--- src/sv/brb_pkg.sv ---
// Package for the byte ring buffer: field widths, defaults, opcode and
// sequencer state types.
// No dependencies.
package brb_pkg;

  localparam int unsigned CFG_W       = 10;    // capacity register
  localparam int unsigned BYTE_W      = 8;
  localparam int unsigned LEN_W       = 7;     // length and done count
  localparam int unsigned OP_W        = 3;
  localparam int unsigned LEVEL_W     = 10;    // used and free fields
  localparam int unsigned MAX_BURST   = 64;
  localparam int unsigned RING_SLOTS_DEF = 1024;
  localparam int unsigned CAP_RESET   = 1023;

  localparam int unsigned S_TDATA_W = 16;      // data_in, length, padding
  localparam int unsigned S_TUSER_W = OP_W;
  localparam int unsigned M_TDATA_W = 40;      // data_out, done, used, free
  localparam int unsigned M_TUSER_W = 1;

  typedef enum logic [OP_W-1:0] {
    OP_ENQ    = 3'd0,
    OP_DEQ    = 3'd1,
    OP_PEEK   = 3'd2,
    OP_SKIP   = 3'd3,
    OP_STATUS = 3'd4
  } op_e;

  typedef enum logic [2:0] {
    ST_IDLE,
    ST_EXEC,
    ST_READ,
    ST_LOAD,
    ST_SEND
  } state_e;

endpackage

--- src/sv/brb_wrap_add.sv ---
// Shared ring position unit: adds a step to a position and wraps it at
// the slot count. Depends on brb_pkg.
module brb_wrap_add #(
  parameter int unsigned PTR_W = 10
) (
  input  logic [PTR_W-1:0]          base_i,
  input  logic [brb_pkg::LEN_W-1:0] step_i,
  input  logic [PTR_W:0]            slots_i,
  output logic [PTR_W-1:0]          pos_o
);

  localparam int unsigned SUM_W =
    ((PTR_W > brb_pkg::LEN_W) ? PTR_W : brb_pkg::LEN_W) + 1;

  logic [SUM_W-1:0] sum;
  logic [SUM_W-1:0] slots_ext;
  logic [SUM_W-1:0] wrapped;

  // step never reaches the slot count, so one subtract is enough
  always_comb begin
    sum       = SUM_W'(base_i) + SUM_W'(step_i);
    slots_ext = SUM_W'(slots_i);
    wrapped   = (sum >= slots_ext) ? (sum - slots_ext) : sum;
    pos_o     = PTR_W'(wrapped);
  end

endmodule

--- config.mk ---
export PLATFORM = sky130hd
export DESIGN_NAME = brb_wrap_add
export DESIGN_NICKNAME = d
export VERILOG_FILES = /design/src/sv/brb_pkg.sv /design/src/sv/brb_wrap_add.sv
export SDC_FILE = /design/constraint.sdc
export NUM_CORES = 1
export LEC_CHECK = 0
export BUFFER_PORTS_ARGS = -buffer_cell sky130_fd_sc_hd__buf_2
export CAP_MARGIN = 20
export CORE_MARGIN = 5
export CORE_UTILIZATION = 47
export DETAILED_ROUTE_END_ITERATION = 8
export PLACE_DENSITY = 0.86
export SLEW_MARGIN = 20
export SYNTH_ARGS = -nofsm -noshare
export SYNTH_HDL_FRONTEND = slang
export SYNTH_SLANG_ARGS = --single-unit
--- constraint.sdc ---
create_clock -name vclk -period 5.5
set_clock_uncertainty 0.05 [all_clocks]
set_input_delay 1.375 -clock vclk [all_inputs]
set_output_delay 1.375 -clock vclk [all_outputs]
set_load 0.005 [all_outputs]
After elaboration in Yosys (flattened, before gate mapping). Index checks and enable logic that the tools add are counted.

Memory bits (writable): 0. Flip-flop bits (word level): 0. Logic and storage cells: 4. Memories: 0. Output and inout port bits: 10. Bits of input ports: 28. Latch bits: 0. ROM bits: 0.

Bitwise logic cells: 0. Multiplexer cells: 1. $mul: 0. Divide/modulo/power cells: 0. Reductions and logical operators: 0. Shift operators: 0. Magnitude comparators: 1. Add/sub/neg operators: 2. Equality and inequality tests: 0.

Operators by type and width (number): $add 10x7->11 (1); $ge 11x11->1 (1); $mux 10 (1); $sub 10x10->10 (1).

Longest topological paths before layout. Gate-level depths: netlist of the first run.

Word-level depth: 3. Mapped depth: 16. Mapped depth without buffers: 15.

Worst setup path before layout of the first run. No wires, ideal clock.

Kind: input port to output port. From: in base_i[0]. To: out pos_o[6]. Setup slack: 9 ps. Buffers on the path: 1. Required time: 4075 ps. Cell stages on the path: 15. Arrival time: 4066 ps. Cells stage by stage: ha_1 > inv_1 > fa_1 > nor2b_1 > o21ai_1 > a21oi_1 > a21boi_0 > o311ai_1 > ha_1 > o211ai_1 > nor3_1 > o21ai_2 > a31oi_2 > buf_6 > mux2_4.

Word-level cells in the longest chain between the ends: 3. Elaborated cells on any way between the ends: 4. Classes of those cells: 2 x add/sub; 1 x order compare; 1 x mux.

RTL lines: start: declaration (RTL line brb_wrap_add.sv:6) `input logic [PTR_W-1:0] base_i,`; $add 10x7->11 * (RTL line brb_wrap_add.sv:21) `sum = SUM_W'(base_i) + SUM_W'(step_i);`; $sub 10x10->10 or $ge 11x11->1 (tied branches) (RTL line brb_wrap_add.sv:23) `wrapped = (sum >= slots_ext) ? (sum - slots_ext) : sum;`; $mux 10 * (RTL line brb_wrap_add.sv:23); end: declaration (RTL line brb_wrap_add.sv:9) `output logic [PTR_W-1:0] pos_o`.

Every way passes the cells marked *; elsewhere a longest branch is shown, timed or not.

Worst setup path in the final report of the first run.
From: in base_i[0]. To: out pos_o[9].

Same word-level chain as after synthesis.

==> results of run 1 <==
power groups by stage:
stage,clock (mW),sequential (mW),combinational (mW)
3_3_place_gp,0,0,0.252
6_report,0,0,0.392
4_1_cts,0,0,0.312
2_1_floorplan,0,0,0.165
3_5_place_dp,0,0,0.261
5_1_grt,0,0,0.414
cell families (layout without fill, tap and decap cells):
| family | Yosys count | count (layout) | share of synthesized area [%] |
|---|---|---|---|
| mux | 5 | 5 | 6.63 |
| fa+ha+maj | 20 | 20 | 27.6 |
| xor+xnor | 13 | 13 | 11.8 |
| buf+inv | 19 | 90 | 8.19 |
| simple gates | 29 | 29 | 14.6 |
| compound gates | 44 | 44 | 31.2 |
per-stage QoR:
step | instance area [sq um] | power (mW) | hold slack [ns]
2_1_floorplan | 962 | 0.165 | 2.89
3_3_place_gp | 1330 | 0.252 | 3.09
3_5_place_dp | 1330 | 0.261 | 3.09
4_1_cts | 1510 | 0.312 | 3.10
5_1_grt | 1710 | 0.414 | 3.15
6_report | 1710 | 0.392 | 3.14
repair_timing:
action | 4_1_cts | 5_1_grt
resized for setup | 37 | 18
buffers inserted | 3 | 10
endpoints found under the setup margin | 10 | 10
pin swaps | 10 | 12
final timing paths:
check / depth (start not counted) / endpoint / start / slack (ns)
hold / removal: 4 / pos_o[0] / slots_i[0] / 3.14
setup / recovery: 16 / pos_o[9] / base_i[0] / -0.41
layout make-up:
type                       count  area, sq um  share of cell area, %
multi-input combinational    111         1090                   63.7
timing repair buffer          72          520                   30.4
inverter                      18         67.6                   3.94
tap                           27         33.8                   1.97
cells in the mapped netlist (all sizes together):
cell | number | share of area (%)
nand4 | 2 | 1.3
nand2 | 4 | 1.6
nor3 | 3 | 1.6
a2111o | 1 | 1.2
a211o | 1 | 0.91
o22ai | 1 | 0.65
buf | 1 | 1.2
a2111oi | 1 | 0.91
nor2b | 3 | 2.0
fa | 2 | 4.2
nor2 | 11 | 4.3
a21boi | 1 | 0.78
nand2b | 1 | 0.65
or3 | 1 | 0.65
inv | 18 | 7.0
nand3 | 3 | 1.6
o211a | 1 | 1.0
mux2 | 5 | 6.6
o211ai | 3 | 2.3
xnor2 | 11 | 10
a21o | 2 | 1.6
ha | 18 | 23
o311ai | 1 | 0.91
a211oi | 2 | 2.1
o21ai | 7 | 4.0
a21oi | 14 | 7.3
o21a | 6 | 4.7
a31oi | 2 | 2.0
o31a | 1 | 0.91
or4b | 1 | 1.0
xor2 | 2 | 1.8
layer usage:
metal | wire length [microns] | GRT usage [%] | vias to the layer above | part of all wire (%)
met3 | 276 | 3.50 | 16 | 6.4
met5 | 0 | 0 | - | 0
met4 | 117 | 7.29 | 0 | 2.7
li1 | - | - | 612 | -
met2 | 2220 | 44.6 | 65 | 52
met1 | 1680 | 26.0 | 649 | 39
critical path, stage by stage:
cell and delay [ns]:
buf_8 0.07, ha_4 0.13, inv_2 0.04, fa_2 0.33
nor2b_1 0.16, o21ai_2 0.08, a21oi_2 0.22, nor2_2 0.08
xnor2_2 0.25, ha_4 0.27, a2111o_1 0.48, o21ai_4 0.24
nand2_1 0.11, or3_1 0.37, o211a_1 0.13, buf_2 0.13
==> qor.yml, run 1 <==
firstDrtPassIters: 5
p_per_area_nw_per_um2: 229
rsz0062_at_grt: "yes"
seqPwrFrac_pct: 0
cap_violations: 0
hold_violations: 0
path_max_fanout: 7
initial_core_util_pct: 49.0
ant_nets: 0
regArea_sq_um: 0
synthCells: 130
wl_per_cell_microns: 18.9
violations: "negative setup slack"
core_sq_um: 1960
dp_cells: 215
min_period_over_period_pct: 107
fmax_mhz: 169
nClkBuffers: 0
grtUsageTotal_pct: 23.4
drive_gt1_share_pct: 53.2
nFillCells: 101
drt_iter0_drc: 67
place_hpwl_mm: 2.42
grt_max_degree: 8
syn_nets: 178
overflow: 0
combPwrFrac_pct: 100.0
dieArea_sq_um: 3050
grt_pass1_vias: 1346
preCtsSetupSlack_ns: -0.496
fin_ws_ns: -0.407
ys_warn_count: 0
setup_tns_ns: -3.58
slew_headroom_pct: 75.7
worst_setup_path_end_kind: "output pin"
routed_via_density: 5.89
setup_viol: 10
areaGrowthSynthToFinish_pct: 78.0
critPathKind: "in -> out"
yosysSeqAreaShare_pct: 0
final_common_cell: "buf_2"
vias: 1342
arrival_ns: 4.48
final_core_util_pct: 87.3
drt-total-wl_mm: 4.30
place_congestion: 0.894
p_int_mw: 0.208
final_cell_mix: "buf_2 (31), buf_4 (30), inv_1 (17), ha_1 (14), a21oi_1 (9)"
seq_cells: 0
min_period_ns: 5.91
layout.cells.non_filler: 228
worst_pin_slew_ns: 0.363
crit_path_start_kind: "primary input"
cp.required_ns: 4.07
grt_first_pass_wirelength_mm: 6.02
switching_share_pct: 46.9
hp-class: "in -> out"
syn_area_sq_um: 962
die_w_microns: 55.2
drv_slew: 0
die_h_microns: 55.2
cts_hold_buf: 0
layout.nets: 251
rows: 16
diodes: 0
postSynthAreaPerCell_sq_um: 7.40
ys_types: 36
power_frac_clock_pct: 0
pin_count: 38
portBuffers: 38
switching_power_mw: 0.184
antenna_found_initial: 0
total_leakage_power_nw: 0.843
peakVddDrop_mv: 0.144
outcome: "finished, violations left"
drc_errors: 0
No activity file was read; power rests on OpenSTA's default activity.
==> run 2: changes to the inputs <==
==> constraint.sdc (replaced) <==
create_clock -name vclk -period 5.5
set_clock_uncertainty 0.05 [all_clocks]
set_input_delay 1.1 -clock vclk [all_inputs]
set_output_delay 1.1 -clock vclk [all_outputs]
set_load 0.005 [all_outputs]
==> run 2 against run 1 <==
  * The flow now finishes without violations
  * Die area did not move
  * Cell area fell by 28%
  * Via count fell by 20%
  * Routed wire length fell by 43%
  * Combinational power fell by 39%
  * Flip-flop and latch count did not move
  * Highest routed layer is now met3
==> qor.yml, run 2 (same netlist as run 1, synthesis figures left out) <==
outcome: "finished clean"
nFillCells: 188
crit_path_start_kind: "primary input"
final_common_cell: "buf_2"
drv_slew: 0
nClkBuffers: 0
slew_headroom_pct: 66.2
placed_cell_area_sq_um: 1180
initial_core_util_pct: 49.0
place_hpwl_mm: 2.08
min_period_over_period_pct: 97.9
p_per_area_nw_per_um2: 195
min_period_ns: 5.39
cts_hold_buf: 0
drive_gt1_share_pct: 31.4
worst_pin_slew_ns: 0.506
peakVddDrop_mv: 0.104
routed_via_density: 5.51
hold_violations: 0
whs_ns: 2.55
areaGrowthSynthToFinish_pct: 28.1
drt-total-wl_mm: 2.45
preCtsSetupSlack_ns: -0.0713
place_congestion: 0.888
wl_met1_mm: 1.06
final_cell_mix: "buf_2 (38), inv_1 (18), ha_1 (17), a21oi_1 (13)"
fin_ws_ns: 0.114
regArea_sq_um: 0
drt_iter0_drc: 23
pin_count: 38
fmax_mhz: 186
total_leakage_power_nw: 0.617
arrival_ns: 4.24
dieArea_sq_um: 3050
wl_met3_microns: 87
seq_cells: 0
rsz0062_at_grt: "yes"
critPathKind: "in -> out"
setup_viol: 0
grt_first_pass_wirelength_mm: 3.95
grt_max_degree: 9
wl_met2_mm: 1.30
portBuffers: 38
setup_tns_ns: 0
path_max_fanout: 8
ant_nets: 0
worst_setup_path_end_kind: "output pin"
cap_violations: 0
rows: 16
cp.required_ns: 4.35
antenna_found_initial: 0
layout.nets: 219
wl_per_cell_microns: 12.5
grtUsageTotal_pct: 14.5
diodes: 0
hp-class: "in -> out"
highest_layer: "met3"
firstDrtPassIters: 4
overflow: 0
grt_pass1_vias: 982
die_h_microns: 55.2
postLayoutCellArea_sq_um: 1230
core_sq_um: 1960
die_w_microns: 55.2
vias: 1080
drc_errors: 0
## run 2: cell types whose count changed in the layout (fill, tap and decap cells not counted), sizes merged
cell,delta
buf,-32
## run 2: repair_timing
| item | in CTS | in global routing |
|---|---|---|
| setup buffers | 0 | 1 |
| pin swaps | 0 | 5 |
| gates resized for setup | 1 | 10 |
| setup endpoints to repair | 8 | 10 |
## run 2: area by class of cell
type,count,area [sq um],area share [%]
Tap cell,27,33.8,2.74
Timing Repair Buffer,40,209,17.0
Inverter,18,67.6,5.48
Multi-Input combinational cell,111,922,74.8
## run 2: critical path: stages
cell and delay (ns):
buf_2 0.10, ha_2 0.19, inv_1 0.07, fa_2 0.21, nor2b_1 0.05, o21ai_1 0.18
a21oi_2 0.10, or4b_1 0.50, o311ai_2 0.12, ha_1 0.28, o211ai_1 0.14, nor3_2 0.22
o21ai_2 0.10, a31oi_4 0.37, mux2_2 0.37, buf_2 0.12
## run 2: path summary, 6_finish.rpt
| path | from | end | slack [ns] | cells after the start |
|---|---|---|---|---|
| max | base_i[0] | pos_o[4] | 0.11 | 16 |
| min | slots_i[0] | pos_o[0] | 2.55 | 4 |
## run 2: through the flow
step                      power, mW  cells  utilization (%)
after floorplan               0.165    130                -
after global placement        0.218    195             60.3
after detailed placement      0.225    195             60.3
after CTS                     0.228    195             60.7
after global routing          0.267    196             62.8
final                         0.241    196             62.8
## run 2: metal layers
metal,global-route usage (%),vias to the layer above
li1,-,549
met1,19.1,509
met2,27.2,22
met3,0.466,0
met4,0.694,0
met5,0,-
## run 2: power by group
| group | switching (mW) | internal [mW] | total [mW] |
|---|---|---|---|
| Combinational | 0.122 | 0.118 | 0.241 |
| Sequential | 0 | 0 | 0 |
| Clock | 0 | 0 | 0 |
==> run 3: changes to the inputs <==
- CELL_PAD_IN_SITES_DETAIL_PLACEMENT: default -> 0
- CELL_PAD_IN_SITES_GLOBAL_PLACEMENT: default -> 2
- CORE_UTILIZATION: 47 -> 25
==> run 3 against run 2 <==
  * Critical path depth unchanged
  * Critical endpoint is now pos_o[8]
  * First-iteration DRC count grew 57%
  * Combinational power shrank 2%
  * Count of clock-buffer cells in the layout stayed put
  * Largest power group unchanged
==> qor.yml, run 3 (same netlist as run 1, synthesis figures left out) <==
outcome: "finished clean"
cp_slowest_stage_delay_ns: 0.39
worst_setup_path_end_kind: "output pin"
core_sq_um: 3690
final_core_util_pct: 34.2
overflow: 0
dieArea_sq_um: 5190
cp.required_ns: 4.35
drv_slew: 0
vias: 1056
nClkBuffers: 0
total_leakage_power_nw: 0.620
hold_start: "slots_i[0]"
placed_cell_area_sq_um: 1220
slew_headroom_pct: 75.6
min_period_ns: 5.32
seq_cells: 0
drt_iter0_drc: 36
fmax_mhz: 188
path_max_fanout: 4
peakVddDrop_mv: 0.0616
p_per_area_nw_per_um2: 188
grt_first_pass_wirelength_mm: 4.18
grt_max_degree: 10
min_period_over_period_pct: 96.7
rsz0062_at_grt: "no"
die_w_microns: 72.0
worst_pin_slew_ns: 0.365
hold_violations: 0
ant_nets: 0
place_hpwl_mm: 2.27
initial_core_util_pct: 26.1
arrival_ns: 4.17
drc_errors: 0
postLayoutCellArea_sq_um: 1260
fin_ws_ns: 0.182
preCtsSetupSlack_ns: -0.0916
critPathLaunch: "base_i[0]"
portBuffers: 38
crit_path_start_kind: "primary input"
diodes: 0
cap_violations: 0
pin_count: 38
grt_pass1_vias: 1056
areaGrowthSynthToFinish_pct: 31.1
nFillCells: 418
setup_viol: 0
hp-class: "in -> out"
drive_gt1_share_pct: 31.8
slowest_stage: "fa_1"
final_cell_mix: "buf_2 (38), inv_1 (18), ha_1 (17), a21oi_1 (13)"
wl_per_cell_microns: 11.3
crit_chain: "buf_2 -> ha_1 -> inv_1 -> fa_1 -> nor2b_1 -> o21ai_1 -> a21oi_2 -> a21boi_0 -> o311ai_2 -> ha_1 -> buf_4 -> a211oi_2 -> a31oi_4 -> buf_4 -> mux2_4 -> buf_2"
drt-total-wl_mm: 2.47
rows: 22
regArea_sq_um: 0
die_h_microns: 72.0
antenna_found_initial: 0
routed_via_density: 4.84
firstDrtPassIters: 4
worst_hold_path.endpoint: "pos_o[0]"
layout.nets: 220
critPathKind: "in -> out"
place_congestion: 0.753
whs_path_depth: 4
final_common_cell: "buf_2"
grtUsageTotal_pct: 9.25
cts_hold_buf: 0
run 3: worst max path at each step:
stage	endpoint	slack [ns]	cells past startpoint
5_1_grt	pos_o[4]	0.006	17
6_report	pos_o[8]	0.18	16
2_1_floorplan	pos_o[6]	0.56	15
3_5_place_dp	pos_o[4]	-0.09	17
4_1_cts	pos_o[4]	0.02	17
3_3_place_gp	pos_o[6]	0.06	17
run 3: layout make-up:
type / instances / area [sq um] / share of cell area, %
multi-input combinational: 111 / 917 / 72.7
timing repair buffer: 41 / 216 / 17.2
inverter: 18 / 67.6 / 5.36
tap: 48 / 60.1 / 4.76
run 3: stage by stage:
step | power [mW] | setup TNS [ns] | cells | hold slack, ns
5_1_grt | 0.268 | 0 | 218 | 2.60
2_1_floorplan | 0.165 | 0 | 130 | 2.34
3_3_place_gp | 0.228 | 0 | 217 | 2.55
6_report | 0.237 | 0 | 218 | 2.54
4_1_cts | 0.234 | 0 | 218 | 2.55
3_5_place_dp | 0.230 | -0.275 | 217 | 2.55
run 3: critical path: cells and delay by family:
family / cells / cell delay (ns)
buffers and inverters: 5 / 0.61
AOI/OAI and AO/OA: 6 / 1.15
and+or+nand+nor: 1 / 0.13
muxes: 1 / 0.29
adders and majority gates: 3 / 0.89
run 3: routing by layer:
layer  vias up  track usage, %  routed length (microns)
met5         -               0                        0
met4         0           0.418                        0
met3         0           0.139                       46
met2        14            18.0                     1360
met1       489            11.9                     1070
li1        553               -                        -
run 3: repair_timing:
item / CTS / global route
gates resized for setup: 2 / 6
buffers inserted: 1 / 0
endpoints found under the setup margin: 4 / 9
pin swaps: 2 / 1
run 3: where the power goes:
| group | total [mW] | internal, mW | leakage, nW | switching [mW] |
|---|---|---|---|---|
| Sequential | 0 | 0 | 0 | 0 |
| Combinational | 0.237 | 0.118 | 0.620 | 0.120 |
| Clock | 0 | 0 | 0 | 0 |
